--- src/alu_add_sub_with_flags_macros.svh ---
// assertion macros for the add/subtract alu with flags
`ifndef ALU_ADD_SUB_WITH_FLAGS_MACROS_SVH
`define ALU_ADD_SUB_WITH_FLAGS_MACROS_SVH

// same-cycle implication, checked out of reset
`define ALU_ASSERT_NOW(label, ante, cons, msg) \
    label: assert property (@(posedge clk) disable iff (!rst_n) (ante) |-> (cons)) \
        else $error(msg);

// next-cycle implication, checked out of reset
`define ALU_ASSERT_NEXT(label, ante, cons, msg) \
    label: assert property (@(posedge clk) disable iff (!rst_n) (ante) |=> (cons)) \
        else $error(msg);

`endif

--- src/aluas_pkg.sv ---
// package with request codes and width constants for the add/subtract alu
`timescale 1ns / 1ps

package aluas_pkg;

    // request codes
    typedef enum logic [2:0] {
        REQ_ADD   = 3'd0,
        REQ_SUB   = 3'd1,
        REQ_ADDC  = 3'd2,
        REQ_SUBB  = 3'd3,
        REQ_SETZN = 3'd4,
        REQ_LOAD  = 3'd5
    } req_type_t;

    localparam int unsigned DATA_W = 16;

    localparam logic [DATA_W-1:0] BYTE_MASK = 16'h00ff;
    localparam logic [DATA_W-1:0] WORD_MASK = 16'hffff;
    localparam logic [DATA_W-1:0] BYTE_TOP  = 16'h0080;
    localparam logic [DATA_W-1:0] WORD_TOP  = 16'h8000;

    // flag set kept by the block
    typedef struct packed {
        logic z;
        logic n;
        logic v;
        logic vt;
        logic c;
    } flags_t;

endpackage

--- src/alu_add_sub_with_flags.sv ---
// top level of the add/subtract alu with zero, negative, overflow, sticky and carry flags
`timescale 1ns / 1ps
`include "alu_add_sub_with_flags_macros.svh"

// Usage:
//   Input channel: in_valid / in_stall with req_type, word_mode, operand_a and
//   operand_b. A request is taken at a rising edge with in_valid high and
//   in_stall low.
//   Output channel: out_valid / out_stall with alu_result and the five flags as
//   they stand after the request. Exactly one result per request, in order.
//   A request is captured in the input register, worked through one adder
//   and lands in the result register, from which its result is shown.
//   Throughput: one request per cycle while the receiver does not stall. The
//   flag register feeds the next request's carry-in directly, so back-to-back
//   dependent requests run at full rate.
//   Reset (rst_n low, asynchronous) clears both stage valids and flags_reg.
//   When the receiver stalls, the result register holds; the input register
//   still takes one more request, then in_stall rises until the result is
//   taken. Flags change only when a request moves into the result register.
module alu_add_sub_with_flags (
    input  logic        clk,
    input  logic        rst_n,
    input  logic        in_valid,
    output logic        in_stall,
    input  logic [2:0]  req_type,
    input  logic        word_mode,
    input  logic [15:0] operand_a,
    input  logic [15:0] operand_b,
    output logic        out_valid,
    input  logic        out_stall,
    output logic [15:0] alu_result,
    output logic        zero_flag,
    output logic        negative_flag,
    output logic        overflow_flag,
    output logic        sticky_overflow_flag,
    output logic        carry_flag
);

    localparam int unsigned W = aluas_pkg::DATA_W;

    // input stage
    logic                   s1_valid_reg;
    logic [2:0]             s1_type_reg;
    logic                   s1_word_reg;
    logic [W-1:0]           s1_a_reg;
    logic [W-1:0]           s1_b_reg;

    // result stage and flag state
    logic                   out_valid_reg;
    logic [W-1:0]           result_reg;
    aluas_pkg::flags_t      out_flags_reg;
    aluas_pkg::flags_t      flags_reg;

    logic                   s1_adv;
    logic                   in_take;

    // datapath signals
    logic [W-1:0]           mask;
    logic [W-1:0]           top;
    logic [W-1:0]           a_m;
    logic [W-1:0]           b_m;
    logic [W-1:0]           bx;
    logic                   is_sub;
    logic                   cin;
    logic [W:0]             sum;
    logic [W-1:0]           arith_res;
    logic                   cout;
    logic                   ovf;
    logic                   res_zero;
    logic                   res_neg;
    logic                   a_zero;
    logic                   a_neg;
    logic [W-1:0]           result_next;
    aluas_pkg::flags_t      flags_next;

    // handshake
    assign s1_adv   = s1_valid_reg && (!out_valid_reg || !out_stall);
    assign in_stall = s1_valid_reg && !s1_adv;
    assign in_take  = in_valid && !in_stall;

    // width selection and operand masking
    assign mask = s1_word_reg ? aluas_pkg::WORD_MASK : aluas_pkg::BYTE_MASK;
    assign top  = s1_word_reg ? aluas_pkg::WORD_TOP  : aluas_pkg::BYTE_TOP;
    assign a_m  = s1_a_reg & mask;
    assign b_m  = s1_b_reg & mask;

    // subtract as a plus inverted b plus not-borrow
    always_comb
    begin
        is_sub = 1'b0;
        cin    = 1'b0;
        case (s1_type_reg)
            aluas_pkg::REQ_ADD:
            begin
                is_sub = 1'b0;
                cin    = 1'b0;
            end
            aluas_pkg::REQ_ADDC:
            begin
                is_sub = 1'b0;
                cin    = flags_reg.c;
            end
            aluas_pkg::REQ_SUB:
            begin
                is_sub = 1'b1;
                cin    = 1'b1;
            end
            aluas_pkg::REQ_SUBB:
            begin
                is_sub = 1'b1;
                cin    = flags_reg.c;
            end
            default:
            begin
                is_sub = 1'b0;
                cin    = 1'b0;
            end
        endcase
    end

    // single adder with carry out at the selected width
    assign bx        = is_sub ? (~b_m & mask) : b_m;
    assign sum       = {1'b0, a_m} + {1'b0, bx} + {{W{1'b0}}, cin};
    assign arith_res = sum[W-1:0] & mask;
    assign cout      = s1_word_reg ? sum[W] : sum[W/2];
    assign ovf       = |(~(a_m ^ bx) & (a_m ^ arith_res) & top);
    assign res_zero  = (arith_res == '0);
    assign res_neg   = !res_zero && (|(arith_res & top));
    assign a_zero    = (a_m == '0);
    assign a_neg     = !a_zero && (|(a_m & top));

    // next result and flags per request
    always_comb
    begin
        result_next = '0;
        flags_next  = flags_reg;
        case (s1_type_reg)
            aluas_pkg::REQ_ADD, aluas_pkg::REQ_ADDC:
            begin
                result_next   = arith_res;
                flags_next.z  = res_zero;
                flags_next.n  = res_neg;
                flags_next.c  = cout;
                flags_next.v  = ovf;
                flags_next.vt = flags_reg.vt | ovf;
            end
            aluas_pkg::REQ_SUB, aluas_pkg::REQ_SUBB:
            begin
                result_next  = arith_res;
                flags_next.z = res_zero;
                flags_next.n = res_neg;
                flags_next.c = cout;
                flags_next.v = ovf;
            end
            aluas_pkg::REQ_SETZN:
            begin
                result_next  = a_m;
                flags_next.z = a_zero;
                flags_next.n = a_neg;
                flags_next.c = 1'b0;
                flags_next.v = 1'b0;
            end
            aluas_pkg::REQ_LOAD:
            begin
                result_next   = a_m;
                flags_next.z  = a_m[4];
                flags_next.n  = a_m[3];
                flags_next.v  = a_m[2];
                flags_next.vt = a_m[1];
                flags_next.c  = a_m[0];
            end
            default:
            begin
                result_next = '0;
                flags_next  = flags_reg;
            end
        endcase
    end

    // control registers
    always_ff @(posedge clk or negedge rst_n)
    begin
        if (!rst_n)
        begin
            s1_valid_reg  <= 1'b0;
            out_valid_reg <= 1'b0;
            flags_reg     <= '0;
        end
        else
        begin
            if (in_take)
            begin
                s1_valid_reg <= 1'b1;
            end
            else if (s1_adv)
            begin
                s1_valid_reg <= 1'b0;
            end

            if (s1_adv)
            begin
                out_valid_reg <= 1'b1;
                flags_reg     <= flags_next;
            end
            else if (!out_stall)
            begin
                out_valid_reg <= 1'b0;
            end
        end
    end

    // payload registers
    always_ff @(posedge clk)
    begin
        if (in_take)
        begin
            s1_type_reg <= req_type;
            s1_word_reg <= word_mode;
            s1_a_reg    <= operand_a;
            s1_b_reg    <= operand_b;
        end
        if (s1_adv)
        begin
            result_reg    <= result_next;
            out_flags_reg <= flags_next;
        end
    end

    // outputs
    assign out_valid            = out_valid_reg;
    assign alu_result           = result_reg;
    assign zero_flag            = out_flags_reg.z;
    assign negative_flag        = out_flags_reg.n;
    assign overflow_flag        = out_flags_reg.v;
    assign sticky_overflow_flag = out_flags_reg.vt;
    assign carry_flag           = out_flags_reg.c;

    // checks
    `ALU_ASSERT_NOW(a_stall_needs_item, !s1_valid_reg, !in_stall, "stall with empty input stage")
    `ALU_ASSERT_NOW(a_out_flags_match, out_valid_reg, out_flags_reg == flags_reg, "shown flags differ from state")
    `ALU_ASSERT_NEXT(a_flags_hold, !s1_adv, $stable(flags_reg), "flags changed without a request")
    `ALU_ASSERT_NEXT(a_sticky_clear_by_load, s1_adv && flags_reg.vt && (s1_type_reg != aluas_pkg::REQ_LOAD), flags_reg.vt, "sticky overflow cleared without flag load")

endmodule

--- config.mk ---
export PLATFORM = sky130hd
export DESIGN_NAME = alu_add_sub_with_flags
export DESIGN_NICKNAME = d
export VERILOG_FILES = /design/src/aluas_pkg.sv /design/src/alu_add_sub_with_flags.sv
export VERILOG_INCLUDE_DIRS = /design/src /design/src/src
export SDC_FILE = /design/constraint.sdc
export NUM_CORES = 1
export LEC_CHECK = 0
export BUFFER_PORTS_ARGS = -buffer_cell sky130_fd_sc_hd__buf_4
export CORE_MARGIN = 5
export CORE_UTILIZATION = 35
export CTS_CLUSTER_DIAMETER = 150
export DETAILED_ROUTE_END_ITERATION = 6
export PLACE_DENSITY = 0.63
export REMOVE_ABC_BUFFERS = 1
export SLEW_MARGIN = 20
export SYNTH_ARGS = -nofsm -noshare
export SYNTH_HDL_FRONTEND = slang
export SYNTH_SLANG_ARGS = --single-unit
--- constraint.sdc ---
create_clock -name clk -period 4.7 [get_ports clk]
set_input_delay 0.94 -clock clk [delete_from_list [all_inputs] [get_ports clk]]
set_output_delay 0.94 -clock clk [all_outputs]
set_load 0.03 [all_outputs]
# Word level (Yosys, flattened, before mapping)
# Cells that the tools add are included.
# Widths: inputs -> output; s select.
[totals]
in_bits = 40
elab_cells = 76
ff_bits = 64
[op_classes]
bitwise_logic = 13
n_mux = 14
add_sub_neg = 2
reduce_logical = 24
eq_ne = 6
[ops]
columns = ["op", "count"]
rows = [
  ["$and 16x16->16", 8],
  ["$mux 16", 3],
  ["$reduce_or 16->1", 3],
  ["$logic_not 16->1", 2],
  ["$not 16->16", 2],
  ["$pmux 16 s2", 1],
  ["$xor 16x16->16", 2],
  ["$add 16x16->17", 1],
  ["$add 17x1->17", 1],
  ["$pmux 3 s3", 1],
  ["$reduce_or 2->1", 4],
  ["$eq 3x2->1 const B", 2],
  ["$eq 3x3->1 const B", 2],
  ["$logic_not 1->1", 6],
  ["$mux 1", 6],
  ["$logic_and 1x1->1", 5],
  ["$pmux 1 s2", 2],
  ["$reduce_or 4->1", 1],
  ["$eq 3x1->1 const B", 1],
  ["$logic_not 3->1", 1],
  ["$pmux 1 s3", 1],
  ["$ne 2x1->1 const B", 1],
  ["$reduce_bool 2->1", 1],
  ["$logic_or 1x1->1", 1],
  ["$or 1x1->1", 1],
]

# Longest topological paths before layout
[depth]
depth_word = 14
ltp_mapped = 16
ltp_nobuf = 14

# Worst setup path before layout
# OpenSTA, ideal clock, no wires.
[synth_timing]
path_kind = "register -> register"
from = "register s1_type_reg[0]"
to = "register out_flags_reg (netlist bit carry_flag) (data pin)"
arrival_time_ns = 3.656
required_time_ns = 4.436
path_stages_with_launch = 16
setup_time_ns = 0.264
setup_slack_ns = 0.780
cell_sequence = "edfxtp_1 clkbuf_1 nor2b_1 clkbuf_1 buf_2 xnor2_1 fa_1 inv_1 fa_1 a21o_1 a221oi_4 o221ai_2 o31a_1 or4_1 nand3_1 o21ai_1"
[synth_lines]
columns = ["element", "line", "rtl"]
rows = [
  ["start, declared", "alu_add_sub_with_flags.sv:43", "logic [2:0] s1_type_reg;"],
  ["start signal, assigned", "alu_add_sub_with_flags.sv:217", "s1_type_reg <= req_type;"],
  ["end signal, assigned", "alu_add_sub_with_flags.sv:225", "out_flags_reg <= flags_next;"],
  ["end, declared", "alu_add_sub_with_flags.sv:51", "aluas_pkg::flags_t out_flags_reg;"],
]

==> reports/qor.yml <==
cts_buffer_depth: 2
relSlewSlack: 0.383
die_area_sq_um: 12400
p_int_mw: 1.11
grt_pass1_wl_um: 13300
setup_viol: 0
yosysTopAreaCell: "edfxtp_1"
postCtsHoldBufs: 0
cts_tree: "yes"
ys_ff_latch: 64
syn_avg_cell_area_sq_um: 10.9
arrival_ps: 3890
clkPwrFrac: 0.289
clock-root-buffer: "clkbuf_8"
netlist_instances: 331
drt_wl_total_um: 7980
rsz0062_at_grt: "false"
netlist_top_cells_count: "edfxtp_1 (57), nand2_1 (31), nor2_1 (27), a21oi_1 (26), o21ai_0 (21)"
wl_per_cell_um: 14.9
rrSetupSlack_ps: 980
layout.cells.non_filler: 535
worstPathCellList: "nor2b_2 -> buf_4 -> xor2_1 -> fa_1 -> a21o_1 -> a221oi_4 -> o221ai_2 -> o31a_1 -> xnor2_2 -> o21ai_1 -> a211o_1 -> o21ai_0"
insertion_delay_ps: 340
die_y_um: 111
yosysUniqueCellTypes: 56
vias: 2656
clock-sinks: 64
fmax_mhz: 269
p_per_area_nw_per_um2: 363
cts_made_buffers: 9
seq_power_share: 0.453
hpwl_um: 5990
switching_share: 0.302
ys.flop_type: "edfxtp_1"
drt-pass1-iter-count: 5
finClkSkew_ps: 11.2
core_area_sq_um: 10200
cap_violations: 0
track_usage: 0.134
netlist_area_sq_um: 3590
p_comb_frac: 0.258
cpMaxStageDelayCell: "edfxtp_1"
area_delta_synth_final_pct: 22.3
io_buffers: 62
die_w_um: 111
htreeDepth: 3
drc: 0
ios: 63
start_util: 0.353
antenna_found_initial: 0
dp_cells: 519
max_stage_delay_ps: 610
final.min_clock_period_ps: 3720
worstSetupEndpointType: "register"
required_ps: 4870
crit_fanout: 17
vias_per_cell: 4.96
power.leakage_nw: 1.77
status: "finished, final reports clean"
yosysWarnings: 0
routabilityCongestion: 0.864
ir_worst_vdd_uv: 143
synth.area.top_cells: "edfxtp_1 (48%), ha_1 (5.2%), dfrtp_1 (4.9%)"
slew_violations: 0
synth_top_area_share: 0.476
path_class: "reg -> reg"
grt_remaining_overflow: 0
drive_gt1_frac: 0.226
switchingPower_mw: 0.482
tightestPinTransition_ps: 925
finish.net_count: 451
start_kind: "register"
grt_max_degree: 37
final_hold_viol_count: 0
grt_pass1_vias: 2630
yosysMostFrequentCell: "edfxtp_1"
fin_setup_tns_ps: 0
cts_resized: 0
synth_edf_count: 57
crit_family: "compound AO/OA/AOI/OAI gates"
drt-initial-drc-count: 124
synthArstFlopShare: 0.109
critPathBufInv: 1
path_clk_slew_ps: 70
post-cts-setup-buffers: 0
yosysSeqAreaShare: 0.525
post-route-period-util: 0.791
fp-row-count: 37
hp-class: "in -> async"
ant_nets: 0
num_antenna_cells: 0
-- metal layers --
metal,wire (um),part of all wire,GRT usage
met5,0,0,0
met4,122,0.015,0.0438
met3,434,0.054,0.0333
met2,3670,0.46,0.211
met1,3750,0.47,0.181
-- final timing paths --
path	from	to	cells past startpoint
max	s1_type_reg[2]	zero_flag	12
min	rst_n	out_valid	1
max reg2reg	s1_type_reg[2]	zero_flag	12
min reg2reg	s1_valid_reg	out_valid	1
max in group asynchronous	rst_n	flags_reg[4]	1
min in group clk	s1_valid_reg	out_valid	1
-- area by class of cell --
type                            instances  area [sq um]
Fill cell                             991          5790
Sequential cell                        64          1890
Multi-Input combinational cell        238          1590
Timing Repair Buffer                   68           510
Tap cell                              136           170
Clock buffer                           12           145
Inverter                               13          48.8
Clock inverter                          4          45.0
-- power by group through the flow --
| stage | combinational (mW) | clock (mW) | sequential, mW |
|---|---|---|---|
| floorplan | 0.239 | 0 | 0.772 |
| global placement | 0.410 | 0 | 0.735 |
| detailed placement | 0.413 | 0 | 0.735 |
| CTS | 0.415 | 0.480 | 0.724 |
| global route | 0.456 | 0.507 | 0.729 |
| finish | 0.412 | 0.460 | 0.723 |
-- worst reg2reg max path, cell delays in order (launching register included) --
cell      delay, ps
edfxtp_1        610
nor2b_2         220
buf_4           300
xor2_1          160
fa_1            440
a21o_1          240
a221oi_4        310
o221ai_2        190
o31a_1          310
xnor2_2         160
o21ai_1          90
a211o_1         340
o21ai_0         170
-- layout by cell type (no fill, tap or decap), drive strengths merged, types with 3 or more instances in the layout --
master,n
a21o,4
a21oi,26
a221oi,3
a31oi,5
and2,8
and3,5
buf,68
clkbuf,12
clkinv,5
dfrtp,7
edfxtp,57
ha,15
inv,11
nand2,31
nand2b,7
nand3,5
nand4,4
nor2,27
nor2b,3
nor3,3
nor4,3
o21ai,23
o22ai,3
o31ai,4
xnor2,16
xor2,13
-- kinds of logic after synthesis --
family                     Yosys count  synth area share
muxes                                2           0.00662
and+or+nand+nor                    103             0.139
xor gates and xnor gates            29            0.0728
adders and majority gates           17            0.0634
DFF                                 64             0.525
AOI/OAI and AO/OA                   87             0.160
buffers and inverters               29            0.0334
-- stage by stage --
stage	power, mW	setup slack [ps]	util	hold slack [ps]	instance area (sq um)
global route	1.69	670	0.431	377	4390
floorplan	1.01	286	-	456	3520
CTS	1.62	968	0.431	383	4390
global placement	1.15	1030	0.413	466	4200
detailed placement	1.15	1000	0.413	482	4200
finish	1.60	984	0.431	401	4390
Power figures use the tool's default switching activity.
